<file path="config.mk">
export PLATFORM = sky130hd
export DESIGN_NAME = job_table_with_id_allocation_unit
export DESIGN_NICKNAME = d
export VERILOG_FILES = /design/src/hdl/jta_pkg.sv /design/src/hdl/jta_table_mem.sv /design/src/hdl/jta_seq.sv /design/src/hdl/job_table_with_id_allocation_unit.sv
export SDC_FILE = /design/constraint.sdc
export NUM_CORES = 1
export LEC_CHECK = 0
export ABC_AREA = 1
export CELL_PAD_IN_SITES_DETAIL_PLACEMENT = 1
export CELL_PAD_IN_SITES_GLOBAL_PLACEMENT = 2
export CORE_MARGIN = 1
export CORE_UTILIZATION = 44
export CTS_CLUSTER_SIZE = 14
export DETAILED_ROUTE_END_ITERATION = 7
export DONT_BUFFER_PORTS = 1
export PLACE_DENSITY_LB_ADDON = 0.1
export SLEW_MARGIN = 20
export SYNTH_ARGS = -nofsm -noshare
export SYNTH_HDL_FRONTEND = slang
export SYNTH_SLANG_ARGS = --single-unit
</file>
<file path="constraint.sdc">
create_clock -name clk -period 3.75 [get_ports clk]
set_input_delay 0.5625 -clock clk [delete_from_list [all_inputs] [get_ports clk]]
set_output_delay 0.5625 -clock clk [all_outputs]
set_load 0.03 [all_outputs]
</file>
<file path="src/hdl/jta_pkg.sv">
// Shared definitions for the job table: field widths, operation and status
// codes, and the result packing used on the master-side stream.
// No dependencies.
`timescale 1ns / 1ps

package jta_pkg;

	localparam int TABLE_ENTRIES_DEF = 16;

	localparam int MODE_W   = 3;
	localparam int PROC_W   = 22;
	localparam int JOB_W    = 5;
	localparam int STATE_W  = 2;
	localparam int STATUS_W = 2;
	localparam int TDATA_W  = 32;

	localparam logic [MODE_W-1:0] MODE_ADD   = 3'd0;
	localparam logic [MODE_W-1:0] MODE_DEL   = 3'd1;
	localparam logic [MODE_W-1:0] MODE_SETP  = 3'd2;
	localparam logic [MODE_W-1:0] MODE_SETJ  = 3'd3;
	localparam logic [MODE_W-1:0] MODE_FINDP = 3'd4;
	localparam logic [MODE_W-1:0] MODE_FINDJ = 3'd5;
	localparam logic [MODE_W-1:0] MODE_FG    = 3'd6;
	localparam logic [MODE_W-1:0] MODE_LIST  = 3'd7;

	localparam logic [STATUS_W-1:0] STS_OK       = 2'd0;
	localparam logic [STATUS_W-1:0] STS_NOTFOUND = 2'd1;
	localparam logic [STATUS_W-1:0] STS_FULL     = 2'd2;
	localparam logic [STATUS_W-1:0] STS_INVALID  = 2'd3;

	localparam logic [STATE_W-1:0] RUN_FG = 2'd1;

	function automatic logic [TDATA_W-1:0] pack_res(
		input logic [STATUS_W-1:0] status,
		input logic [PROC_W-1:0]   proc,
		input logic [JOB_W-1:0]    job,
		input logic [STATE_W-1:0]  st
	);
		pack_res = {1'b0, st, job, proc, status};
	endfunction

endpackage

</file>
<file path="src/hdl/jta_table_mem.sv">
// Entry store of the job table: one synchronous memory with a registered read
// port and per-entry occupancy flags that reset clears. Uses jta_pkg.
`timescale 1ns / 1ps

module jta_table_mem #(
	parameter int TABLE_ENTRIES = jta_pkg::TABLE_ENTRIES_DEF,
	parameter int AW = $clog2(TABLE_ENTRIES),
	parameter int WW = jta_pkg::PROC_W + $clog2(TABLE_ENTRIES + 1) + jta_pkg::STATE_W
) (
	input  logic          clk,
	input  logic          arst_n,
	input  logic          rd_en,
	input  logic [AW-1:0] rd_addr,
	output logic [WW-1:0] rd_data,
	input  logic          wr_en,
	input  logic [AW-1:0] wr_addr,
	input  logic [WW-1:0] wr_data
);

	logic [WW-1:0]            mem_q [TABLE_ENTRIES];
	logic [TABLE_ENTRIES-1:0] vld_q;
	logic [WW-1:0]            rdat_q;
	logic                     rvld_q;

	always_ff @(posedge clk) begin
		if (wr_en) begin
			mem_q[wr_addr] <= wr_data;
		end
		if (rd_en) begin
			rdat_q <= mem_q[rd_addr];
		end
	end

	// occupied while the stored process id is non-zero
	always_ff @(posedge clk or negedge arst_n) begin
		if (!arst_n) begin
			vld_q  <= '0;
			rvld_q <= 1'b0;
		end else begin
			if (wr_en) begin
				vld_q[wr_addr] <= |wr_data[WW-1 -: jta_pkg::PROC_W];
			end
			if (rd_en) begin
				rvld_q <= vld_q[rd_addr];
			end
		end
	end

	assign rd_data = rvld_q ? rdat_q : '0;

endmodule

</file>
<file path="src/hdl/jta_seq.sv">
// Command sequencer of the job table: walks the entry store one entry at a
// time, updates it and drives the registered result stream. Uses jta_pkg.
`timescale 1ns / 1ps

module jta_seq #(
	parameter int TABLE_ENTRIES = jta_pkg::TABLE_ENTRIES_DEF,
	parameter int AW = $clog2(TABLE_ENTRIES),
	parameter int JW = $clog2(TABLE_ENTRIES + 1),
	parameter int WW = jta_pkg::PROC_W + $clog2(TABLE_ENTRIES + 1) + jta_pkg::STATE_W
) (
	input  logic                        clk,
	input  logic                        arst_n,
	input  logic                        s_tvalid,
	output logic                        s_tready,
	input  logic [jta_pkg::TDATA_W-1:0] s_tdata,
	output logic                        m_tvalid,
	input  logic                        m_tready,
	output logic [jta_pkg::TDATA_W-1:0] m_tdata,
	output logic                        m_tlast,
	output logic                        rd_en,
	output logic [AW-1:0]               rd_addr,
	input  logic [WW-1:0]               rd_data,
	output logic                        wr_en,
	output logic [AW-1:0]               wr_addr,
	output logic [WW-1:0]               wr_data
);

	localparam int CW = (JW > jta_pkg::JOB_W) ? JW : jta_pkg::JOB_W;
	localparam int PW = jta_pkg::PROC_W;
	localparam int SW = jta_pkg::STATE_W;

	localparam logic [1:0] S_IDLE = 2'd0;
	localparam logic [1:0] S_RD   = 2'd1;
	localparam logic [1:0] S_EV   = 2'd2;
	localparam logic [1:0] S_FIN  = 2'd3;

	logic [1:0]                  state_q;
	logic [jta_pkg::MODE_W-1:0]  mode_q;
	logic [PW-1:0]               pid_q;
	logic [jta_pkg::JOB_W-1:0]   jid_q;
	logic [SW-1:0]               nst_q;
	logic                        bad_q;
	logic [AW-1:0]               idx_q;
	logic                        found_q;
	logic [AW-1:0]               f_idx_q;
	logic [PW-1:0]               f_proc_q;
	logic [JW-1:0]               f_job_q;
	logic [SW-1:0]               f_state_q;
	logic [JW-1:0]               mx_q;
	logic [JW-1:0]               next_q;
	logic                        out_vld_q;
	logic [jta_pkg::TDATA_W-1:0] out_data_q;
	logic                        out_last_q;

	logic [jta_pkg::MODE_W-1:0]  in_mode;
	logic [PW-1:0]               in_pid;
	logic [jta_pkg::JOB_W-1:0]   in_jid;
	logic [SW-1:0]               in_st;
	logic                        in_bad;
	logic                        accept;

	logic [PW-1:0]               d_proc;
	logic [JW-1:0]               d_job;
	logic [SW-1:0]               d_state;
	logic                        match;
	logic                        is_list;
	logic                        is_del;
	logic                        last_idx;
	logic                        space;
	logic                        stall;

	logic                        emit;
	logic                        emit_last;
	logic [jta_pkg::STATUS_W-1:0] res_status;
	logic [PW-1:0]               res_proc;
	logic [JW-1:0]               res_job;
	logic [CW-1:0]               res_job_cw;
	logic [SW-1:0]               res_state;
	logic [JW-1:0]               next_inc;
	logic [JW-1:0]               mx_inc;

	assign in_mode = s_tdata[2:0];
	assign in_pid  = s_tdata[24:3];
	assign in_jid  = s_tdata[29:25];
	assign in_st   = s_tdata[31:30];

	always_comb begin
		case (in_mode)
			jta_pkg::MODE_ADD, jta_pkg::MODE_DEL, jta_pkg::MODE_SETP,
			jta_pkg::MODE_FINDP: begin
				in_bad = (in_pid == '0);
			end
			jta_pkg::MODE_SETJ, jta_pkg::MODE_FINDJ: begin
				in_bad = (in_jid == '0);
			end
			default: begin
				in_bad = 1'b0;
			end
		endcase
	end

	assign s_tready = (state_q == S_IDLE);
	assign accept   = s_tvalid && s_tready;

	assign d_proc  = rd_data[WW-1 -: PW];
	assign d_job   = rd_data[SW +: JW];
	assign d_state = rd_data[SW-1:0];

	always_comb begin
		case (mode_q)
			jta_pkg::MODE_ADD: begin
				match = (d_proc == '0);
			end
			jta_pkg::MODE_DEL, jta_pkg::MODE_SETP, jta_pkg::MODE_FINDP: begin
				match = (d_proc == pid_q);
			end
			jta_pkg::MODE_SETJ, jta_pkg::MODE_FINDJ: begin
				match = (d_proc != '0) && (CW'(d_job) == CW'(jid_q));
			end
			jta_pkg::MODE_FG: begin
				match = (d_proc != '0) && (d_state == jta_pkg::RUN_FG);
			end
			default: begin
				match = (d_proc != '0);
			end
		endcase
	end

	assign is_list  = (mode_q == jta_pkg::MODE_LIST);
	assign is_del   = (mode_q == jta_pkg::MODE_DEL);
	assign last_idx = (idx_q == AW'(TABLE_ENTRIES - 1));
	assign space    = !out_vld_q || m_tready;
	// list: a newer occupied entry pushes out the one held back
	assign stall    = (state_q == S_EV) && is_list && match && found_q && !space;

	assign next_inc = (next_q == JW'(TABLE_ENTRIES)) ? JW'(1) : next_q + JW'(1);
	assign mx_inc   = (mx_q == JW'(TABLE_ENTRIES)) ? JW'(1) : mx_q + JW'(1);

	always_comb begin
		emit       = 1'b0;
		emit_last  = 1'b1;
		res_status = jta_pkg::STS_OK;
		res_proc   = f_proc_q;
		res_job    = f_job_q;
		res_state  = f_state_q;
		wr_en      = 1'b0;
		wr_addr    = f_idx_q;
		wr_data    = {f_proc_q, f_job_q, nst_q};
		if (state_q == S_EV) begin
			if (is_list && match && found_q && space) begin
				emit      = 1'b1;
				emit_last = 1'b0;
			end
		end else if (state_q == S_FIN && space) begin
			emit = 1'b1;
			if (bad_q) begin
				res_status = jta_pkg::STS_INVALID;
			end else if (mode_q == jta_pkg::MODE_ADD) begin
				if (found_q) begin
					res_proc  = pid_q;
					res_job   = next_q;
					res_state = nst_q;
					wr_en     = 1'b1;
					wr_data   = {pid_q, next_q, nst_q};
				end else begin
					res_status = jta_pkg::STS_FULL;
				end
			end else if (!found_q) begin
				res_status = jta_pkg::STS_NOTFOUND;
			end else begin
				case (mode_q)
					jta_pkg::MODE_DEL: begin
						wr_en   = 1'b1;
						wr_data = '0;
					end
					jta_pkg::MODE_SETP, jta_pkg::MODE_SETJ: begin
						res_state = nst_q;
						wr_en     = 1'b1;
					end
					default: begin
						wr_en = 1'b0;
					end
				endcase
			end
			if (res_status != jta_pkg::STS_OK) begin
				res_proc  = '0;
				res_job   = '0;
				res_state = '0;
			end
		end
	end

	assign res_job_cw = CW'(res_job);
	assign rd_en      = (state_q == S_RD);
	assign rd_addr    = idx_q;

	always_ff @(posedge clk or negedge arst_n) begin
		if (!arst_n) begin
			state_q <= S_IDLE;
			mode_q  <= jta_pkg::MODE_ADD;
			bad_q   <= 1'b0;
			idx_q   <= '0;
			found_q <= 1'b0;
			mx_q    <= '0;
			next_q  <= JW'(1);
		end else begin
			case (state_q)
				S_IDLE: begin
					if (accept) begin
						mode_q  <= in_mode;
						bad_q   <= in_bad;
						idx_q   <= '0;
						found_q <= 1'b0;
						mx_q    <= '0;
						state_q <= in_bad ? S_FIN : S_RD;
					end
				end
				S_RD: begin
					state_q <= S_EV;
				end
				S_EV: begin
					if (!stall) begin
						if (match && !(is_del && found_q)) begin
							found_q <= 1'b1;
						end else if (is_del && d_job > mx_q) begin
							mx_q <= d_job;
						end
						if ((match && !is_list && !is_del) || last_idx) begin
							state_q <= S_FIN;
						end else begin
							idx_q   <= idx_q + AW'(1);
							state_q <= S_RD;
						end
					end
				end
				default: begin
					if (space) begin
						if (!bad_q && found_q) begin
							if (mode_q == jta_pkg::MODE_ADD) begin
								next_q <= next_inc;
							end else if (is_del) begin
								next_q <= mx_inc;
							end
						end
						state_q <= S_IDLE;
					end
				end
			endcase
		end
	end

	// hold the command and the selected entry
	always_ff @(posedge clk) begin
		if (accept) begin
			pid_q <= in_pid;
			jid_q <= in_jid;
			nst_q <= in_st;
		end
		if (state_q == S_EV && !stall && match && !(is_del && found_q)) begin
			f_idx_q   <= idx_q;
			f_proc_q  <= d_proc;
			f_job_q   <= d_job;
			f_state_q <= d_state;
		end
	end

	always_ff @(posedge clk or negedge arst_n) begin
		if (!arst_n) begin
			out_vld_q <= 1'b0;
		end else if (emit) begin
			out_vld_q <= 1'b1;
		end else if (m_tready) begin
			out_vld_q <= 1'b0;
		end
	end

	always_ff @(posedge clk) begin
		if (emit) begin
			out_data_q <= jta_pkg::pack_res(res_status, res_proc,
				res_job_cw[jta_pkg::JOB_W-1:0], res_state);
			out_last_q <= emit_last;
		end
	end

	assign m_tvalid = out_vld_q;
	assign m_tdata  = out_data_q;
	assign m_tlast  = out_last_q;

endmodule

</file>
<file path="src/hdl/job_table_with_id_allocation_unit.sv">
// Job table with job id allocation: top level joining the sequencer and the
// entry store. Uses jta_pkg, jta_seq and jta_table_mem.
//
// Commands arrive on the slave-side stream, one transfer per command, and
// results leave on the master-side stream; tlast marks the final result of a
// command. List gives one result per occupied entry (a single not-found
// result on an empty table), every other command one. A command walks the
// table through one synchronous memory, with separate read and write ports and
// a registered read port, one entry at a time (address, then evaluate), and
// stops at the first match where the command allows it. The next command is
// accepted once the final step has handed its result to the output register.
// Add, delete and set state write the entry back in the final step. An invalid
// id skips the walk and goes straight to the final step. One command is in
// work at a time; s_tready is high only while idle.
// Reset empties the table at once through per-entry occupancy flags and sets
// the next job id to 1; no clearing pass is needed.
// When the receiver stalls, the finished result waits in the output register
// and the walk holds until that register can take the next result.
`timescale 1ns / 1ps

module job_table_with_id_allocation_unit #(
	parameter int TABLE_ENTRIES = jta_pkg::TABLE_ENTRIES_DEF
) (
	input  logic                        clk,
	input  logic                        arst_n,
	input  logic                        s_tvalid,
	output logic                        s_tready,
	// mode[2:0], proc_id[24:3], job_id[29:25], new_state[31:30]
	input  logic [jta_pkg::TDATA_W-1:0] s_tdata,
	output logic                        m_tvalid,
	input  logic                        m_tready,
	// status[1:0], entry_proc[23:2], entry_job[28:24], entry_state[30:29], zero[31]
	output logic [jta_pkg::TDATA_W-1:0] m_tdata,
	output logic                        m_tlast
);

	localparam int AW = $clog2(TABLE_ENTRIES);
	localparam int JW = $clog2(TABLE_ENTRIES + 1);
	localparam int WW = jta_pkg::PROC_W + JW + jta_pkg::STATE_W;

	logic          rd_en;
	logic [AW-1:0] rd_addr;
	logic [WW-1:0] rd_data;
	logic          wr_en;
	logic [AW-1:0] wr_addr;
	logic [WW-1:0] wr_data;

	jta_seq #(
		.TABLE_ENTRIES(TABLE_ENTRIES),
		.AW(AW),
		.JW(JW),
		.WW(WW)
	) u_seq (
		.clk(clk),
		.arst_n(arst_n),
		.s_tvalid(s_tvalid),
		.s_tready(s_tready),
		.s_tdata(s_tdata),
		.m_tvalid(m_tvalid),
		.m_tready(m_tready),
		.m_tdata(m_tdata),
		.m_tlast(m_tlast),
		.rd_en(rd_en),
		.rd_addr(rd_addr),
		.rd_data(rd_data),
		.wr_en(wr_en),
		.wr_addr(wr_addr),
		.wr_data(wr_data)
	);

	jta_table_mem #(
		.TABLE_ENTRIES(TABLE_ENTRIES),
		.AW(AW),
		.WW(WW)
	) u_mem (
		.clk(clk),
		.arst_n(arst_n),
		.rd_en(rd_en),
		.rd_addr(rd_addr),
		.rd_data(rd_data),
		.wr_en(wr_en),
		.wr_addr(wr_addr),
		.wr_data(wr_data)
	);

endmodule

</file>
After elaboration in Yosys (flattened, before gate mapping)
Memory sizes are Yosys's and may differ from the RTL's. A register that Yosys moved wholly into a read port is not among the register bits.
Index checks and enable logic that the tools add are counted.
Storage, ports and cells
  memory bits (writable): 464
  memories kept: 1
  latch bits: 0
  bits in read-only memories: 0
  logic and storage cells: 193
  register bits: 133
Cells by class
  magnitude comparators: 4
  add/sub/neg operators: 3
  bitwise operators: 2
  reductions and logical operators: 57
  $mul: 0
  equality and inequality tests: 27
  div/mod/pow operators: 0
  shift operators: 0
  multiplexer cells: 79
Memories
  u_mem.mem_q: words 16, width 29, read ports 1, clocked after memory_dff 1, wr ports 1, line jta_table_mem.sv:20  | logic [WW-1:0] mem_q [TABLE_ENTRIES];
Operators with widths (number)
  $mux 29: 8
  $mux 22: 6
  $mux 5: 14
  $logic_not 22->1: 2
  $mux 2: 18
  $eq 22x22->1: 1
  $reduce_bool 22->1: 1
  $reduce_or 22->1: 1
  $logic_and 1x1->1: 21
  $mux 1: 21
  $eq 3x3->1 const B: 6
  $bwmux 16: 1
  $eq 3x2->1 const B: 4
  $mux 4: 3
  $reduce_and 4->1: 3
  $add 5x1->5 const B: 2
  $eq 5x5->1 const B: 2
  $lt 4x5->1 const B: 2
  $pmux 5 s2: 1
  $reduce_or 3->1: 3
  $ne 2x2->1 const B: 4
  $pmux 4 s2: 1
  $reduce_bool 2->1: 4
  $reduce_or 2->1: 4
  other kinds (25): 39

Depth between registers and ports, before layout
  word-level depth: 11
  mapped depth: 17

Hierarchy
From an unflattened synthesis, not the netlist that was laid out.
Second synthesis, totals
  cells, all modules: 2311
  area, all modules: 26636.8 um2
By module, submodules not included
  jta_table_mem: seq. area each 15229.6 um2, instances 1, area an instance 20332.0 um2, cells each 1598
  jta_seq: seq. area each 3374.5 um2, instances 1, area an instance 6304.8 um2, cells each 713

Worst setup path before layout
No wires, ideal clock.
  path type: register to register
  start: register u_seq.out_vld_q, in the netlist u_seq.m_tvalid
  end: memory u_mem.mem_q[10][0] in the netlist's numbering (enable)
  slack: 409 ps
  arrival: 2925 ps
  setup time: 416 ps
  period minus slack after synthesis: 3341 ps
  required time: 3334 ps
  stages on the path, launching flop included: 13
  cells stage by stage: dfrtp_1 -> inv_1 -> nor2_1 -> nor2_4 -> inv_2 -> buf_2 -> nor2_2 -> inv_2 -> nor2_2 -> inv_2 -> nor3_1 -> inv_1 -> nor2_1
Between the ends
  longest elaborated chain between the ends: 7
Ends and longest elaborated chain
  start, declared: line jta_seq.sv:51  | logic out_vld_q;
  start signal, assigned: line jta_seq.sv:269  | out_vld_q <= 1'b0;
  start signal, assigned: line jta_seq.sv:271  | out_vld_q <= 1'b1;
  start signal, assigned: line jta_seq.sv:273  | out_vld_q <= 1'b0;
  $logic_not 1->1: line jta_seq.sv:132  | assign space = !out_vld_q || m_tready;
  $logic_or 1x1->1: line jta_seq.sv:132
  $logic_and 1x1->1: line jta_seq.sv:154  | end else if (state_q == S_FIN && space) begin
  $mux 1: line jta_seq.sv:154
  $mux 1: line jta_seq.sv:149  | if (state_q == S_EV) begin
  $mux 1: line jta_table_mem.sv:26  | if (wr_en) begin
  $mux 1 (not written as such): line jta_table_mem.sv:27  | mem_q[wr_addr] <= wr_data;
  end, declared: line jta_table_mem.sv:20
No other way between the ends.

Final worst setup path
  start: register u_seq.out_vld_q, in the netlist u_seq.m_tvalid
  end: memory u_mem.mem_q[14][26] in the netlist's numbering (enable)
Same word-level chain as after synthesis.

==> reports/qor.csv <==
stage;metric;value;unit
route;DRT Pass-1 Iters;5;
synthesis;synthesized-area fraction occupied by adder cells;0.479;%
synthesis;synth warn;0;
clock_network;Post CTS Setup Buffer Count;0;
worst_setup_path;Worst Path Required;4.06;ns
floorplan;Ports;71;
route;initial drt markers;1449;
power;Power Total;20.9;mW
cells_and_area;most frequent cells in the layout;edfxtp_1 (587), nand2_1 (490), o21ai_0 (266);
placed_design;Final GP Congestion;0.845;
synthesis;FFs w/ async S/R, synth;6.23;%
cells_and_area;diode count;0;
floorplan;Chip Height;246;µm
power;Leakage;10.9;nW
outcome;status;completed;
worst_setup_path;Arr. time, crit path;3.40;ns
synthesis;syn_nets;2301;
global_routing;remaining global-route overflow;0;
synthesis;Synth Area in Compound Gates;10.6;%
synthesis;Post-Synth Simple-Gate Area;13.7;%
sta;final hold violation count;0;
sta;Slew headroom;33.0;%
route;via/cell ratio;5.76;
synthesis;Yosys reg bits;626;
clock_network;CTS tree;yes;
synthesis;post-synthesis mux area share;0;%
clock_network;TritonCTS buffer count;70;
synthesis;Post-synth EDFFs;587;
route;via count;17900;
placed_design;Port Buffer Count;0;
sta;fin crit period;3.09;ns
cells_and_area;layout cells sized above 1;9.83;%
route;# DRC;0;
synthesis;syn avg cell area;11.6;µm²
global_routing;vias in the first global route;18400;
clock_network;Clock Tree Root;clkbuf_16;
synthesis;post-synthesis sequential area ratio;71.2;%
synthesis;Unique masters post-synth;46;
cells_and_area;commonest non-fill, non-tap cell in the layout;edfxtp_1;
sta;fmax;0.323;GHz
cells_and_area;final non-filler cell total;3116;
sta;fin crit share;82.4;%
clock_network;CTS sink cnt;626;
placed_design;Detailed Place HPWL;49800;µm
worst_setup_path;CP max FO;19;
floorplan;die width;246;µm
worst_setup_path;Crit. End Element;flop;
worst_setup_path;sequence of cells on the critical path;inv_1 -> nor2_1 -> nor2_4 -> inv_2 -> nor2_2 -> inv_2 -> nor2_2 -> nand3_1 -> nor2_4 -> buf_12;
global_routing;GRT Overall Usage;27.1;%
route;ANT nets after route;0;
global_routing;initial antenna violation count;3;
placed_design;placed cell count;2992;
global_routing;maximum number of pins on one net before global-route repair;141;
power;PD cells;703;nW/µm²
floorplan;Site Rows;88;
cells_and_area;Final nets;2347;
route;final WL;79900;µm
sta;Setup Skew;0.0328;ns
clock_network;CTS H-tree lvls;3;
synthesis;dominant synthesized flop cell;edfxtp_1;
clock_network;Skew-Pair Late Insertion Delay;0.63;ns
route;drt wl/cell;25.6;µm
power;Peak VDD IR;0.454;mV
run;Max-cap violations;0;
synthesis;Synth Area in XOR/XNOR;0.201;%
clock_network;Bufs on Longest Clock Path;3;
worst_hold_path;HP Class;input port to flop;
synthesis;Synth Cell Area;26100;µm²
clock_network;clk slew on worst S/H paths;0.06;ns
global_routing;first-pass GRT wire length;119000;µm
cells_and_area;area grow syn2layout;13.9;%
synthesis;largest family of logic cells by synthesized area;simple AND/OR/NAND/NOR gates;
worst_setup_path;startpoint types;flop;
sta;Slew @ Worst Pin;0.996;ns
floorplan;die area;60400;µm²
sta;setup TNS;0;ns
worst_setup_path;crit path kind;flop to flop;
synthesis;Post-Syn Instances;2255;
floorplan;Initial Util;44.9;%
sta;RSZ-0062 raised after global routing;false;
cells_and_area;Final Util;51.1;%
sta;hold_ws;0.0446;ns
floorplan;Core Area;58200;µm²
sta;final setup violating endpoints;0;
worst_setup_path;crit-path max cell delay;0.61;ns
sta;final max-slew violation count;0;
worst_setup_path;CP max-delay cell;nor2_4;
area by class of cell:
cell class	count	area (µm²)
fill	6081	28500
inverter	138	528
sequential	626	18600
clock inverter	35	288
clock buffer	87	1870
timing repair buffer	91	843
tap	765	957
multi-input combinational	1374	6670
logic make-up (layout without fill, tap and decap cells):
| kind of cell | count (synthesis) | after routing |
|---|---|---|
| adder cells (fa/ha/maj) | 10 | 10 |
| other | 1 | 1 |
| AND/OR/NAND/NOR | 874 | 874 |
| XOR/XNOR | 6 | 6 |
| flip-flops | 626 | 626 |
| buffers and inverters | 255 | 351 |
| AO/OA/AOI/OAI | 483 | 483 |
critical path: cells and delay by family, from the launching register on:
kind	cells	cell delay [ns]
buffers and inverters	4	0.57
flip-flops	1	0.49
AND/OR/NAND/NOR	6	1.71
registers in the layout, indices dropped and copies added, names as in the netlist, 2 cells and up:
name             count
u_mem.mem_q        464
u_mem.vld_q         16
u_seq.pid_q         22
u_seq.state_q        2
u_seq.mx_q           5
u_seq.f_job_q        5
u_seq.next_q         5
u_seq.mode_q         3
u_seq.nst_q          2
u_seq.m_tdata       31
u_seq.wr_addr        4
u_seq.f_state_q      2
u_seq.jid_q          5
u_seq.f_proc_q      22
u_mem.rdat_q        29
u_seq.rd_addr        4
per-stage QoR:
stage                     setup WS (ns)  cell area, µm²
after floorplan                   0.409           26100
after global placement            0.699           27600
after detailed placement          0.675           27600
after CTS                         0.659           29800
after global routing              0.416           29800
final                             0.659           29800
routing by layer:
metal | vias to the layer above | routed length, µm | global-route usage [%]
met3 | 118 | 4060 | 3.83
li1 | 8179 | - | -
met1 | 9203 | 35100 | 36.7
met5 | - | 0 | 0
met4 | 0 | 1880 | 7.75
met2 | 448 | 38900 | 45.3
final timing paths:
| kind | startpoint | end | slack [ns] | depth (start not counted) |
|---|---|---|---|---|
| worst min register to register | u_seq.mx_q[3]$_DFFE_PN0P_ | u_seq.mx_q[3]$_DFFE_PN0P_ | 0.50 | 2 |
| worst max register to register | u_seq.m_tvalid$_DFFE_PN0P_ | u_mem.mem_q[14][26]$_DFFE_PP_ | 0.66 | 10 |
| worst min-delay path | s_tdata[8] | u_seq.pid_q[5]$_DFFE_PP_ | 0.04 | 0 |
| max in group asynchronous | arst_n | u_seq.next_q[0]$_DFFE_PN1P_ | 2.97 | 2 |
| worst max-delay path | u_seq.m_tvalid$_DFFE_PN0P_ | u_mem.mem_q[14][26]$_DFFE_PP_ | 0.66 | 10 |
| min in group asynchronous | arst_n | u_mem.vld_q[8]$_DFFE_PN0P_ | 0.50 | 2 |
synth_stat cells (2+ instances only):
cell type  count  area [µm²]
nor4_1         5        31.3
o21ai_1        2        10.0
nand4_1       41         257
a221oi_1      33         289
nand2_1      490        1840
nor2_1       221         830
clkbuf_1      93         349
o21ai_0      269        1350
nand3_1       96         480
buf_1          7        26.3
nand2_2        4        25.0
ha_1          10         125
inv_2          4        15.0
clkinv_1       5        18.8
xor2_1         4        35.0
dfrtp_1       38         951
buf_4          3        22.5
xnor2_1        2        17.5
nor3_1         4        20.0
a21oi_1       77         385
o22ai_1       58         363
inv_1        128         480
nand3b_1       2        15.0
o221ai_1      26         228
o211ai_1       3        22.5
buf_2         11        55.1
a22oi_1        6        45.0
a31oi_1        2        12.5
buf_6          3        33.8
edfxtp_1     587       17600
nor2_2         5        31.3
nand2_4        2        22.5
what timing repair did:
action,4_1_cts,5_1_grt
hold buffers,2,0
gates resized for setup,0,0
endpoints found under the hold margin,39,0
where the power goes:
group | internal [mW] | total [mW] | switching [mW]
clock | 3.80 | 6.53 | 2.73
sequential | 8.99 | 9.57 | 0.583
combinational | 1.21 | 4.81 | 3.59
Note: power is estimated with default switching activity, not from simulation.
